**src/sv/ifmt_pkg.sv**
```systemverilog
`default_nettype none
// ----------------------------------------------------------------------------
// ifmt_pkg: integer field formatter shared definitions
// Types, codes, microcode program and character helpers for the formatter.
// ----------------------------------------------------------------------------
package ifmt_pkg;

  // Field limits
  localparam int MAX_FIELD_WIDTH = 64;
  localparam int MAX_PRECISION   = 32;

  localparam int VAL_W  = 64;
  localparam int FW_W   = 7;
  localparam int PREC_W = 6;
  localparam int CNT_W  = 7;

  // Digit buffer: 22 nibbles covers 64-bit octal and 20-digit decimal
  localparam int NDIG  = 22;
  localparam int DIG_W = NDIG * 4;
  localparam int ND_W  = $clog2(NDIG + 1);

  // Double dabble, two bits per step
  localparam int BIT_STEPS = VAL_W / 2;
  localparam int BCNT_W    = $clog2(BIT_STEPS);

  localparam int PC_W = 4;

  // Input codes
  localparam logic [1:0] SZ_8      = 2'd0;
  localparam logic [1:0] SZ_16     = 2'd1;
  localparam logic [1:0] SZ_32     = 2'd2;
  localparam logic [1:0] SZ_64     = 2'd3;
  localparam logic [1:0] RADIX_OCT = 2'd1;
  localparam logic [1:0] RADIX_HEX = 2'd2;

  // ASCII
  localparam logic [7:0] CH_SPACE = 8'h20;
  localparam logic [7:0] CH_PLUS  = 8'h2B;
  localparam logic [7:0] CH_MINUS = 8'h2D;
  localparam logic [7:0] CH_ZERO  = 8'h30;
  localparam logic [7:0] CH_LOW_A = 8'h61;
  localparam logic [7:0] CH_UP_A  = 8'h41;

  typedef enum logic [3:0] {
    OP_ACCEPT,
    OP_NOP,
    OP_DABBLE,
    OP_NORM,
    OP_SIZE,
    OP_LD_PADL,
    OP_LD_SIGN,
    OP_LD_ZERO,
    OP_LD_DIG,
    OP_LD_PADR,
    OP_EMIT_SPACE,
    OP_EMIT_SIGN,
    OP_EMIT_ZERO,
    OP_EMIT_DIGIT
  } op_e;

  typedef enum logic [2:0] {
    C_NEVER,
    C_ALWAYS,
    C_NO_IN,
    C_HEXOCT,
    C_BITS_LEFT,
    C_NORM_MORE,
    C_CNT_NZ
  } cond_e;

  typedef struct packed {
    op_e              op;
    cond_e            cond;
    logic [PC_W-1:0]  target;
  } uword_t;

  // Datapath status seen by the sequencer
  typedef struct packed {
    logic hexoct;
    logic bits_left;
    logic norm_more;
    logic cnt_nz;
  } ifmt_stat_t;

  // Microcode program; a true condition jumps to target, else falls through
  function automatic uword_t ucode_rom(input logic [PC_W-1:0] pc);
    uword_t w;
    case (pc)
      4'd0:    w = '{OP_ACCEPT,     C_NO_IN,     4'd0};
      4'd1:    w = '{OP_NOP,        C_HEXOCT,    4'd3};
      4'd2:    w = '{OP_DABBLE,     C_BITS_LEFT, 4'd2};
      4'd3:    w = '{OP_NORM,       C_NORM_MORE, 4'd3};
      4'd4:    w = '{OP_SIZE,       C_NEVER,     4'd0};
      4'd5:    w = '{OP_LD_PADL,    C_NEVER,     4'd0};
      4'd6:    w = '{OP_EMIT_SPACE, C_CNT_NZ,    4'd6};
      4'd7:    w = '{OP_LD_SIGN,    C_NEVER,     4'd0};
      4'd8:    w = '{OP_EMIT_SIGN,  C_CNT_NZ,    4'd8};
      4'd9:    w = '{OP_LD_ZERO,    C_NEVER,     4'd0};
      4'd10:   w = '{OP_EMIT_ZERO,  C_CNT_NZ,    4'd10};
      4'd11:   w = '{OP_LD_DIG,     C_NEVER,     4'd0};
      4'd12:   w = '{OP_EMIT_DIGIT, C_CNT_NZ,    4'd12};
      4'd13:   w = '{OP_LD_PADR,    C_NEVER,     4'd0};
      4'd14:   w = '{OP_EMIT_SPACE, C_CNT_NZ,    4'd14};
      4'd15:   w = '{OP_NOP,        C_ALWAYS,    4'd0};
      default: w = '{OP_NOP,        C_ALWAYS,    4'd0};
    endcase
    return w;
  endfunction

  function automatic logic [7:0] digit_char(input logic [3:0] d, input logic up);
    logic [7:0] c;
    if (d < 4'd10) begin
      c = CH_ZERO + {4'd0, d};
    end else begin
      c = (up ? CH_UP_A : CH_LOW_A) + {4'd0, d} - 8'd10;
    end
    return c;
  endfunction

endpackage
`default_nettype wire

```
**src/sv/ifmt_useq.sv**
```systemverilog
`default_nettype none
// ----------------------------------------------------------------------------
// ifmt_useq: microcode sequencer
// Step counter over the program ROM with conditional jumps.
// ----------------------------------------------------------------------------
module ifmt_useq (
  input  logic               clk_i,
  input  logic               rst_ni,
  input  logic               in_valid_i,
  input  ifmt_pkg::ifmt_stat_t stat_i,
  output ifmt_pkg::op_e      op_o
);
  import ifmt_pkg::*;

  logic [PC_W-1:0] pc_q, pc_d;
  uword_t          uw;
  logic            take;

  assign uw   = ucode_rom(pc_q);
  assign op_o = uw.op;

  always_comb begin
    case (uw.cond)
      C_NEVER:     take = 1'b0;
      C_ALWAYS:    take = 1'b1;
      C_NO_IN:     take = !in_valid_i;
      C_HEXOCT:    take = stat_i.hexoct;
      C_BITS_LEFT: take = stat_i.bits_left;
      C_NORM_MORE: take = stat_i.norm_more;
      C_CNT_NZ:    take = stat_i.cnt_nz;
      default:     take = 1'b1;
    endcase
  end

  assign pc_d = take ? uw.target : pc_q + PC_W'(1);

  always_ff @(posedge clk_i or negedge rst_ni) begin
    if (!rst_ni) begin
      pc_q <= '0;
    end else begin
      pc_q <= pc_d;
    end
  end

endmodule
`default_nettype wire

```
**src/sv/ifmt_dp.sv**
```systemverilog
`default_nettype none
// ----------------------------------------------------------------------------
// ifmt_dp: formatter datapath
// Operand capture, digit conversion, field sizing and output word register.
// ----------------------------------------------------------------------------
module ifmt_dp (
  input  logic                 clk_i,
  input  logic                 rst_ni,
  input  ifmt_pkg::op_e        op_i,
  output ifmt_pkg::ifmt_stat_t stat_o,
  input  logic                 in_valid_i,
  output logic                 in_stall_o,
  input  logic [63:0]          value_i,
  input  logic                 is_signed_i,
  input  logic [1:0]           size_select_i,
  input  logic [1:0]           radix_select_i,
  input  logic                 upper_case_i,
  input  logic                 left_justify_i,
  input  logic                 show_sign_i,
  input  logic                 space_sign_i,
  input  logic                 zero_pad_i,
  input  logic [6:0]           field_width_i,
  input  logic [5:0]           precision_i,
  input  logic                 precision_given_i,
  output logic                 out_valid_o,
  input  logic                 out_stall_i,
  output logic [7:0]           char_code_o,
  output logic                 last_char_o
);
  import ifmt_pkg::*;

  // Operand and option registers
  logic [VAL_W-1:0]  mag_q;
  logic [DIG_W-1:0]  dig_q;
  logic [ND_W-1:0]   nd_q;
  logic [BCNT_W-1:0] bcnt_q;
  logic              hexoct_q, upper_q, left_q, zpad_q, has_sign_q;
  logic [7:0]        sign_ch_q;
  logic [PREC_W-1:0] prec_q, zeros_q;
  logic [FW_W-1:0]   fw_q, pad_q;
  logic [CNT_W-1:0]  cnt_q, remain_q;

  // Output word register
  logic              out_valid_q;
  logic [7:0]        char_q;
  logic              last_q;

  // Capture-side values
  logic [VAL_W-1:0]  mask_w, vm_w, mag_w;
  logic              top_w, neg_w;
  logic [DIG_W-1:0]  ld_dig_w;
  logic [VAL_W+1:0]  oct_w;

  // Step values
  logic [DIG_W-1:0]  dab_dig_w;
  logic [VAL_W-1:0]  dab_mag_w;
  logic [PREC_W-1:0] zeros_w;
  logic [FW_W-1:0]   content_w, pad_w, total_w;

  logic accept, is_emit, emit, out_free, norm_more;
  logic [7:0] emit_ch;

  assign in_stall_o = (op_i != OP_ACCEPT);
  assign accept     = in_valid_i && !in_stall_o;

  always_comb begin
    case (size_select_i)
      SZ_8:    begin mask_w = 64'h0000_0000_0000_00FF; top_w = value_i[7];  end
      SZ_16:   begin mask_w = 64'h0000_0000_0000_FFFF; top_w = value_i[15]; end
      SZ_32:   begin mask_w = 64'h0000_0000_FFFF_FFFF; top_w = value_i[31]; end
      SZ_64:   begin mask_w = '1;                      top_w = value_i[63]; end
      default: begin mask_w = '1;                      top_w = value_i[63]; end
    endcase
    vm_w  = value_i & mask_w;
    neg_w = is_signed_i && top_w;
    // the most negative value negates onto itself, which is its magnitude
    mag_w = neg_w ? ((~vm_w + 64'd1) & mask_w) : vm_w;
  end

  // Hex and octal are plain regroupings of the magnitude bits
  always_comb begin
    ld_dig_w = '0;
    oct_w    = {2'b00, mag_w};
    if (radix_select_i == RADIX_HEX) begin
      ld_dig_w[VAL_W-1:0] = mag_w;
    end else if (radix_select_i == RADIX_OCT) begin
      for (int k = 0; k < NDIG; k++) begin
        ld_dig_w[4*k +: 4] = {1'b0, oct_w[3*k +: 3]};
      end
    end
  end

  // Double dabble, two bits per step
  always_comb begin
    dab_dig_w = dig_q;
    dab_mag_w = mag_q;
    for (int s = 0; s < 2; s++) begin
      for (int k = 0; k < NDIG; k++) begin
        if (dab_dig_w[4*k +: 4] >= 4'd5) begin
          dab_dig_w[4*k +: 4] = dab_dig_w[4*k +: 4] + 4'd3;
        end
      end
      dab_dig_w = {dab_dig_w[DIG_W-2:0], dab_mag_w[VAL_W-1]};
      dab_mag_w = {dab_mag_w[VAL_W-2:0], 1'b0};
    end
  end

  assign norm_more = (nd_q != '0) && (dig_q[DIG_W-1 -: 4] == 4'd0);

  // Field sizing: [pad][sign][zeros][digits], or [sign][zeros][digits][pad] when left-justified
  always_comb begin
    zeros_w   = (prec_q > PREC_W'(nd_q)) ? prec_q - PREC_W'(nd_q) : '0;
    content_w = FW_W'(has_sign_q) + FW_W'(zeros_w) + FW_W'(nd_q);
    pad_w     = (fw_q > content_w) ? fw_q - content_w : '0;
    total_w   = (fw_q > content_w) ? fw_q : content_w;
  end

  always_comb begin
    case (op_i)
      OP_EMIT_SPACE: begin is_emit = 1'b1; emit_ch = CH_SPACE;  end
      OP_EMIT_SIGN:  begin is_emit = 1'b1; emit_ch = sign_ch_q; end
      OP_EMIT_ZERO:  begin is_emit = 1'b1; emit_ch = CH_ZERO;   end
      OP_EMIT_DIGIT: begin
        is_emit = 1'b1;
        emit_ch = digit_char(dig_q[DIG_W-1 -: 4], upper_q);
      end
      default:       begin is_emit = 1'b0; emit_ch = CH_SPACE;  end
    endcase
  end

  assign out_free = !out_valid_q || !out_stall_i;
  assign emit     = is_emit && (cnt_q != '0) && out_free;

  assign stat_o.hexoct    = hexoct_q;
  assign stat_o.bits_left = (bcnt_q != '0);
  assign stat_o.norm_more = norm_more;
  assign stat_o.cnt_nz    = (cnt_q != '0);

  always_ff @(posedge clk_i or negedge rst_ni) begin
    if (!rst_ni) begin
      out_valid_q <= 1'b0;
    end else begin
      out_valid_q <= emit || (out_valid_q && out_stall_i);
    end
  end

  always_ff @(posedge clk_i) begin
    if (emit) begin
      char_q   <= emit_ch;
      last_q   <= (remain_q == CNT_W'(1));
      remain_q <= remain_q - CNT_W'(1);
      cnt_q    <= cnt_q - CNT_W'(1);
      if (op_i == OP_EMIT_DIGIT) begin
        dig_q <= {dig_q[DIG_W-5:0], 4'd0};
      end
    end
    case (op_i)
      OP_ACCEPT: begin
        if (accept) begin
          mag_q      <= mag_w;
          dig_q      <= ld_dig_w;
          nd_q       <= ND_W'(NDIG);
          bcnt_q     <= BCNT_W'(BIT_STEPS - 1);
          hexoct_q   <= (radix_select_i == RADIX_HEX) || (radix_select_i == RADIX_OCT);
          upper_q    <= upper_case_i;
          left_q     <= left_justify_i;
          zpad_q     <= zero_pad_i && !precision_given_i && !left_justify_i;
          has_sign_q <= is_signed_i && (neg_w || show_sign_i || space_sign_i);
          sign_ch_q  <= neg_w ? CH_MINUS : (show_sign_i ? CH_PLUS : CH_SPACE);
          if (!precision_given_i) begin
            prec_q <= PREC_W'(1);
          end else if (precision_i > PREC_W'(MAX_PRECISION)) begin
            prec_q <= PREC_W'(MAX_PRECISION);
          end else begin
            prec_q <= precision_i;
          end
          fw_q <= (field_width_i > FW_W'(MAX_FIELD_WIDTH)) ? FW_W'(MAX_FIELD_WIDTH)
                                                           : field_width_i;
        end
      end
      OP_DABBLE: begin
        dig_q <= dab_dig_w;
        mag_q <= dab_mag_w;
        if (bcnt_q != '0) begin
          bcnt_q <= bcnt_q - BCNT_W'(1);
        end
      end
      OP_NORM: begin
        if (norm_more) begin
          dig_q <= {dig_q[DIG_W-5:0], 4'd0};
          nd_q  <= nd_q - ND_W'(1);
        end
      end
      OP_SIZE: begin
        zeros_q  <= zeros_w;
        pad_q    <= pad_w;
        remain_q <= CNT_W'(total_w);
      end
      OP_LD_PADL: cnt_q <= (!left_q && !zpad_q) ? CNT_W'(pad_q) : '0;
      OP_LD_SIGN: cnt_q <= CNT_W'(has_sign_q);
      OP_LD_ZERO: cnt_q <= (zpad_q ? CNT_W'(pad_q) : '0) + CNT_W'(zeros_q);
      OP_LD_DIG:  cnt_q <= CNT_W'(nd_q);
      OP_LD_PADR: cnt_q <= left_q ? CNT_W'(pad_q) : '0;
      default: ;
    endcase
  end

  assign out_valid_o = out_valid_q;
  assign char_code_o = char_q;
  assign last_char_o = last_q;

endmodule
`default_nettype wire

```
**src/sv/integer_field_formatter.sv**
```systemverilog
`default_nettype none
// Pacing: set by the microcode program; the emit loops give one character per cycle
//   while the output is not stalled.
// Reset: rst_ni async active low; sequencer returns to the input step, output
//   word register empties. No clearing pass.
// ----------------------------------------------------------------------------
// integer_field_formatter: printf-style integer to ASCII field
// A microcode sequencer steps a small datapath: capture and magnitude,
// decimal conversion by double dabble, digit count by leading-zero shifting,
// field sizing, then one emit loop per field segment.
// ----------------------------------------------------------------------------
module integer_field_formatter (
  input  logic        clk_i,
  input  logic        rst_ni,
  input  logic        in_valid_i,
  output logic        in_stall_o,
  input  logic [63:0] value_i,
  input  logic        is_signed_i,
  input  logic [1:0]  size_select_i,
  input  logic [1:0]  radix_select_i,
  input  logic        upper_case_i,
  input  logic        left_justify_i,
  input  logic        show_sign_i,
  input  logic        space_sign_i,
  input  logic        zero_pad_i,
  input  logic [6:0]  field_width_i,
  input  logic [5:0]  precision_i,
  input  logic        precision_given_i,
  output logic        out_valid_o,
  input  logic        out_stall_i,
  output logic [7:0]  char_code_o,
  output logic        last_char_o
);
  import ifmt_pkg::*;

  op_e        op;      // control word operation of the current step
  ifmt_stat_t stat;    // jump conditions back from the datapath

  // Program counter and ROM; input is taken only at the first step
  ifmt_useq u_useq (
    .clk_i      (clk_i),
    .rst_ni     (rst_ni),
    .in_valid_i (in_valid_i),
    .stat_i     (stat),
    .op_o       (op)
  );

  // The output word register decouples the emit loops from the consumer,
  // so a new item can be taken while the last character still waits.
  ifmt_dp u_dp (
    .clk_i             (clk_i),
    .rst_ni            (rst_ni),
    .op_i              (op),
    .stat_o            (stat),
    .in_valid_i        (in_valid_i),
    .in_stall_o        (in_stall_o),
    .value_i           (value_i),
    .is_signed_i       (is_signed_i),
    .size_select_i     (size_select_i),
    .radix_select_i    (radix_select_i),
    .upper_case_i      (upper_case_i),
    .left_justify_i    (left_justify_i),
    .show_sign_i       (show_sign_i),
    .space_sign_i      (space_sign_i),
    .zero_pad_i        (zero_pad_i),
    .field_width_i     (field_width_i),
    .precision_i       (precision_i),
    .precision_given_i (precision_given_i),
    .out_valid_o       (out_valid_o),
    .out_stall_i       (out_stall_i),
    .char_code_o       (char_code_o),
    .last_char_o       (last_char_o)
  );

endmodule
`default_nettype wire

```
**config.mk**
```make
export PLATFORM = sky130hd
export DESIGN_NAME = integer_field_formatter
export DESIGN_NICKNAME = d
export VERILOG_FILES = /design/src/sv/ifmt_pkg.sv /design/src/sv/ifmt_useq.sv /design/src/sv/ifmt_dp.sv /design/src/sv/integer_field_formatter.sv
export SDC_FILE = /design/constraint.sdc
export NUM_CORES = 1
export LEC_CHECK = 0
export BUFFER_PORTS_ARGS = -buffer_cell sky130_fd_sc_hd__clkbuf_2
export CORE_ASPECT_RATIO = 1.2
export CORE_MARGIN = 1
export CORE_UTILIZATION = 57
export DETAILED_ROUTE_END_ITERATION = 10
export PLACE_DENSITY = 0.78
export SLEW_MARGIN = 30
export SYNTH_ARGS = -nofsm -noshare
export SYNTH_HDL_FRONTEND = slang
export SYNTH_SLANG_ARGS = --single-unit
export TNS_END_PERCENT = 10
```
**constraint.sdc**
```tcl
create_clock -name clk_i -period 4.6 [get_ports clk_i]
set_clock_uncertainty 0.05 [all_clocks]
set_input_delay 0.23 -clock clk_i [delete_from_list [all_inputs] [get_ports clk_i]]
set_output_delay 0.23 -clock clk_i [all_outputs]
set_load 0.1 [all_outputs]
```
Yosys cells after proc, flatten, opt, wreduce, memory -nomap -nowiden
Memory sizes are Yosys's and may differ from the RTL's.
Index checks and enable logic that the tools add are counted.
{ "word_totals": {"reg_bits": 229, "romBits": 176, "mem_count": 1} }
{ "op_classes": {"n_addsub": 58, "reduce_logical": 41, "bitwise": 4, "n_eq_ne": 26, "n_lt_le_gt_ge": 49, "muxes": 80} }
{ "mem_list": {"columns": ["memory", "words", "word_bits", "read_ports", "rd_clocked_by_memory_dff", "wr", "line", "text"], "rows": [
  ["(no name shown)", 16, 11, 1, 0, 0, "ifmt_pkg.sv:88", "case (pc)"]
]} }
{ "op_table": {"columns": ["operator", "count"], "rows": [
  ["two-way mux 88 bit", 4],
  ["one-hot mux 88 bit (3 select lines)", 1],
  ["one-hot mux 64 bit (4 select lines)", 1],
  ["two-way mux 64 bit", 3],
  [">= comparator 4 x 3 -> 1 bit, second input constant", 44],
  ["two-way mux 4 bit", 44],
  ["adder 4 x 2 -> 4 bit, second input constant", 42],
  ["bitwise AND 64 bit", 2],
  ["one-hot mux 64 bit (2 select lines)", 1],
  ["two-way mux 85 bit", 1],
  ["adder 64 x 1 -> 64 bit, second input constant", 1],
  ["NOT 64 bit", 1],
  ["two-way mux 7 bit", 7],
  ["one-hot mux 7 bit (5 select lines)", 1],
  ["== test 4 bit, second input constant", 6],
  ["one-hot mux 8 bit (3 select lines)", 1],
  ["two-way mux 21 bit", 1],
  ["two-way mux 5 bit", 4],
  ["one-hot mux 5 bit (2 select lines)", 2],
  ["two-way mux 6 bit", 3],
  ["== test 4 x 3 -> 1 bit, second input constant", 4],
  ["subtractor 7 x 1 -> 7 bit, second input constant", 2],
  ["logical AND 1 bit", 10],
  ["nonzero test 5 bit", 2],
  ["43 further kinds", 70]
]} }

Longest topological paths before layout
{ "logic_depth": {"depth_word": 11, "mapped_depth": 25, "ltp_nobuf": 24} }

Cells and area by module
Synthesis repeated with hierarchy kept, for this count alone.
{ "hier_totals": {"hier_cells": 2022, "area_unflattened_um2": 17480.5} }
{ "by_module_without_submodules": {"columns": ["mod", "cells_per_inst", "instances", "area_per_inst_um2"], "rows": [
  ["ifmt_dp", 1963, 1, 17013.8],
  ["ifmt_useq", 59, 1, 466.7]
]} }

Least setup slack after synthesis
OpenSTA, ideal clock, no wires.
{ "synth_timing": {"path_type": "flip-flop to flip-flop", "from": "reg u_dp.nd_q[0]", "to": "reg u_dp.remain_q[0], data pin", "required_time_ns": 4.279, "synth_period_minus_slack_ns": 4.892, "path_buffers": 0, "path_slack_ns": -0.292, "path_stages_with_launch": 21, "t_arrival_ns": 4.571, "setup_ns": 0.271, "path_cell_list": "edfxtp_1 -> ha_1 -> fa_1 -> and2b_1 -> o31a_1 -> nor2_1 -> a31oi_1 -> nor2_1 -> nand2_1 -> o21ai_0 -> ha_1 -> nor2_1 -> fa_1 -> ha_1 -> a21o_1 -> a21o_1 -> a21oi_1 -> o21bai_1 -> maj3_2 -> a2111oi_0 -> nor3_1"} }
{ "synth_between": {"elab_chain_cells": 7, "word_cells_on_any_way": 8, "cone_classes": "3 x add/sub; 2 x order compare; 3 x mux"} }
{ "synth_lines": {"columns": ["element", "line", "text"], "rows": [
  ["start, declared", "ifmt_dp.sv:35", "logic [ND_W-1:0] nd_q;"],
  ["start signal, assigned", "ifmt_dp.sv:162", "nd_q <= ND_W'(NDIG);"],
  ["start signal, assigned", "ifmt_dp.sv:191", "nd_q <= nd_q - ND_W'(1);"],
  ["subtractor 6 x 5 -> 6 bit / greater-than comparator 6 x 5 -> 1 bit (equally long branches)", "ifmt_dp.sv:112", "zeros_w = (prec_q > PREC_W'(nd_q)) ? prec_q - PREC_W'(nd_q) : '0;"],
  ["two-way mux 6 bit", "ifmt_dp.sv:112", null],
  ["adder 1 x 6 -> 7 bit", "ifmt_dp.sv:113", "content_w = FW_W'(has_sign_q) + FW_W'(zeros_w) + FW_W'(nd_q);"],
  ["adder 7 x 5 -> 7 bit *", "ifmt_dp.sv:113", null],
  ["greater-than comparator 7 bit", "ifmt_dp.sv:115", "total_w = (fw_q > content_w) ? fw_q : content_w;"],
  ["two-way mux 7 bit *", "ifmt_dp.sv:115", null],
  ["two-way mux 7 bit *", "ifmt_dp.sv:157", "case (op_i)"],
  ["end signal, assigned", "ifmt_dp.sv:151", "remain_q <= remain_q - CNT_W'(1);"],
  ["end signal, assigned", "ifmt_dp.sv:197", "remain_q <= CNT_W'(total_w);"],
  ["end, declared", "ifmt_dp.sv:41", "logic [CNT_W-1:0] cnt_q, remain_q;"]
]} }
Every way passes the cells marked *; elsewhere a longest branch is shown, timed or not.
A chain may end at the register's enable or synchronous reset.

Worst setup path after layout
{ "layout_timing": {"from": "reg u_dp.nd_q[0]", "to": "reg u_dp.remain_q[1], data pin"} }
The elaborated chain is that of the path after synthesis.

==> results.json <==
{
  "dp_hpwl_mm": 36.6,
  "initial_core_util_pct": 58.0,
  "die_x_um": 163,
  "yosys_warnings": 0,
  "cp-end-kind": "register",
  "status": "finished with violations",
  "io_pins": 103,
  "multi_input_area_mm2": 0.0113,
  "path_buf_inv": 1,
  "track_usage_pct": 30.9,
  "grt_pass1_vias": 15800,
  "hold_slack_ns": 0.0214,
  "swShare_pct": 46.5,
  "synth-async-reset-ratio_pct": 2.24,
  "cp_slowest_stage_delay_ns": 0.59,
  "clk_path_buf_depth": 3,
  "vias": 16300,
  "leakage_nw": 8.05,
  "stdcell_area_mm2": 0.0201,
  "startpoint_type": "register",
  "finalSetupViolCount": 12,
  "seq_area_mm2": 0.00579,
  "numCtsBuffers": 25,
  "syn_to_final_growth_pct": 13.3,
  "gp_congestion": 0.959,
  "worstPathRequired_ns": 4.83,
  "placed_area_mm2": 0.0188,
  "ir_drop_uv": 525,
  "core_mm2": 0.0306,
  "fillers": 2479,
  "dieArea_mm2": 0.0318,
  "portBuffers": 101,
  "syn_area_per_cell_um2": 8.83,
  "slew_headroom_pct": 33.5,
  "power_frac_seq_pct": 26.1,
  "cp_cell_sequence": "ha_2 > fa_2 > and2b_1 > o31a_1 > nor2_2 > a31oi_1 > nor2_2 > buf_4 > or2_2 > fa_2 > ha_4 > a21o_1 > a21o_1 > a21oi_2 > o21bai_4 > maj3_2 > a211oi_1 > nor3_1",
  "cap_viol_max_count": 0,
  "critical-path-top-delay-family": "adder cells",
  "htree_levels": 1,
  "internal_power_mw": 8.02,
  "ys_seq_elements": 223,
  "drc": 0,
  "grt_remaining_overflow": 0,
  "drv_slew": 0,
  "hold_class": "in -> async",
  "worst_pin_slew_ns": 0.997,
  "critPathMaxFanout": 6,
  "power_frac_clock_pct": 12.9,
  "vias_per_cell": 6.40,
  "cts_sinks": 223,
  "worst_slack_ns": -0.105,
  "power.switching_mw": 6.98,
  "violations": "setup timing",
  "insertion_delay_ns": 0.54,
  "crit_slowest_cell": "fa_2",
  "num_rows": 70,
  "synth_edf_count": 130,
  "worstPathArrival_ns": 4.94,
  "grt_pass1_wl_mm": 79.4,
  "period_share_pct": 102,
  "drtIter0Drc": 1910,
  "drt-total-wl_mm": 49.6,
  "antenna_found_initial": 0,
  "grt_max_degree": 65,
  "dieHeight_um": 195,
  "cts-root-buf": "clkbuf_16",
  "pwr-share-comb_pct": 61.1,
  "ant_nets": 0,
  "wl_per_cell_um": 19.5,
  "fin_util_pct": 65.7,
  "syn_nets": 2231,
  "post-place-ws_ns": -0.379,
  "syn_inst": 2009,
  "critPathKind": "reg -> reg",
  "p_per_area_mw_per_mm2": 746,
  "cts_tree": "yes",
  "hold_violations": 0,
  "fin_total_pwr_mw": 15.0,
  "ys_seq_area_share_pct": 32.6,
  "clkTransAtPathRegs_ns": 0.07,
  "finish.net_count": 2355,
  "synth.cell_area_mm2": 0.0177,
  "rsz0062_at_grt": "true",
  "drive_above_1_share_pct": 14.8,
  "fmax_mhz": 213,
  "diodes": 0,
  "synth_ff_type": "edfxtp_1",
  "synth_cell_types": 112,
  "drt_pass1_iterations": 9,
  "period_minus_slack_ns": 4.71
}
[area by class of cell]
| type | count | area share, % |
|---|---|---|
| well taps | 396 | 2.47 |
| inverters | 138 | 2.58 |
| clock buffers | 33 | 3.57 |
| multi-input cells | 1563 | 56.1 |
| repair buffers | 182 | 6.14 |
| clock inverters | 12 | 0.311 |
| flip-flops and latches | 223 | 28.8 |
[worst paths after layout]
kind	startpoint	endpoint	slack, ns	cells after the start
setup / recovery	u_dp.nd_q[0]$_SDFFCE_PN0P_	u_dp.remain_q[1]$_DFFE_PP_	-0.11	18
hold / removal	rst_ni	async pin	0.02	2
setup reg to reg	u_dp.nd_q[0]$_SDFFCE_PN0P_	u_dp.remain_q[1]$_DFFE_PP_	-0.11	18
hold reg to reg	u_dp.mag_q[62]$_DFFE_PP_	u_dp.dig_q[0]$_DFF_P_	0.45	1
max in group asynchronous	rst_ni	u_dp.out_valid_o$_DFF_PN0_	4.32	2
min in group clk_i	precision_i[2]	u_dp.prec_q[2]$_SDFFCE_PP0P_	0.02	2
[placed cells by master (no fill, tap or decap), types with 28 or more instances in the layout]
cell type,netlist,final
a21oi_1,159,157
a222oi_1,56,56
buf_4,8,57
clkbuf_2,0,101
dfxtp_1,88,88
edfxtp_1,130,130
ha_1,126,122
inv_1,132,130
mux2i_1,52,52
nand2_1,198,197
nand2b_1,40,40
nor2_1,151,147
nor2b_1,28,28
nor3_1,40,39
nor3b_1,46,46
o21ai_0,112,111
o21ai_1,43,44
xnor2_1,100,100
xor2_1,35,35
[per-stage QoR]
stage | std cells | setup TNS, ns
after floorplan | 2009 | 0
after global placement | 2477 | -1.67
after detailed placement | 2477 | -3.72
after CTS | 2546 | -0.0439
after global routing | 2547 | -3.50
final | 2547 | -0.810
[routing by layer]
layer | global-route usage [%] | routed length, µm | up-vias
met5 | 0 | 0 | -
met4 | 12.6 | 1660 | 0
met3 | 3.74 | 3590 | 131
met2 | 52.5 | 24300 | 682
met1 | 39.4 | 20000 | 7856
li1 | - | - | 7632
[cells in the mapped netlist, types with 5 or more instances]
library cell,number,area share [%]
nand2_1,198,4.2
a21oi_1,159,4.5
nor2_1,151,3.2
inv_1,132,2.8
edfxtp_1,130,22
ha_1,126,8.9
o21ai_0,112,3.2
xnor2_1,100,4.9
dfxtp_1,88,9.9
a222oi_1,56,3.2
mux2i_1,52,2.9
nor3b_1,46,1.9
o21ai_1,43,1.2
nand2b_1,40,1.4
nor3_1,40,1.1
clkbuf_1,35,0.74
xor2_1,35,1.7
buf_2,34,0.96
nor2b_1,28,0.99
mux2_2,24,1.5
nand3_1,23,0.65
o21a_1,21,0.89
o221ai_1,21,1.0
and2_1,17,0.60
a221oi_1,16,0.79
a31oi_1,16,0.56
or3_1,15,0.53
o31ai_1,14,0.59
a21o_1,12,0.51
a22oi_1,12,0.51
a211oi_1,11,0.47
a221o_1,11,0.62
a2111oi_0,8,0.39
buf_4,8,0.34
nor4_1,8,0.28
a21boi_0,7,0.30
o211ai_1,7,0.30
o22ai_1,7,0.25
a22o_1,6,0.30
a2bb2oi_1,5,0.25
dfrtp_1,5,0.71
[power groups by stage]
stage | clock network (mW) | registers [mW] | logic [mW]
after global routing | 2.02 | 3.99 | 10.1
final | 1.93 | 3.91 | 9.16
after CTS | 1.94 | 3.88 | 9.02
after global placement | 0 | 3.88 | 8.29
after detailed placement | 0 | 3.91 | 8.65
after floorplan | 0 | 3.93 | 6.52
[cells by family after synthesis]
family	share of synthesized area (%)
mux	4.71
simple gates	17.5
other cells	0.0211
buf+inv	5.30
xor+xnor	7.25
compound gates	23.1
flops	32.6
fa+ha+maj	9.46
[registers in the layout, indices dropped and copies added (netlist names), 6 cells and up, named ones only]
name              flops
u_dp.char_code_o      7
u_dp.dig_q           88
u_dp.mag_q           64
u_dp.pad_q            7
u_dp.fw_q             7
u_dp.cnt_q            7
u_dp.remain_q         7
u_dp.prec_q           6
u_dp.zeros_q          6
[what timing repair did]
action	4_1_cts	5_1_grt
hold buffers	18	0
endpoints found under the hold margin	21	0
buffers inserted	6	1
setup endpoints to repair	14	14
pin swaps	25	8
cloned	0	0
resized for setup	34	4
Power figures use the tool's default switching activity.
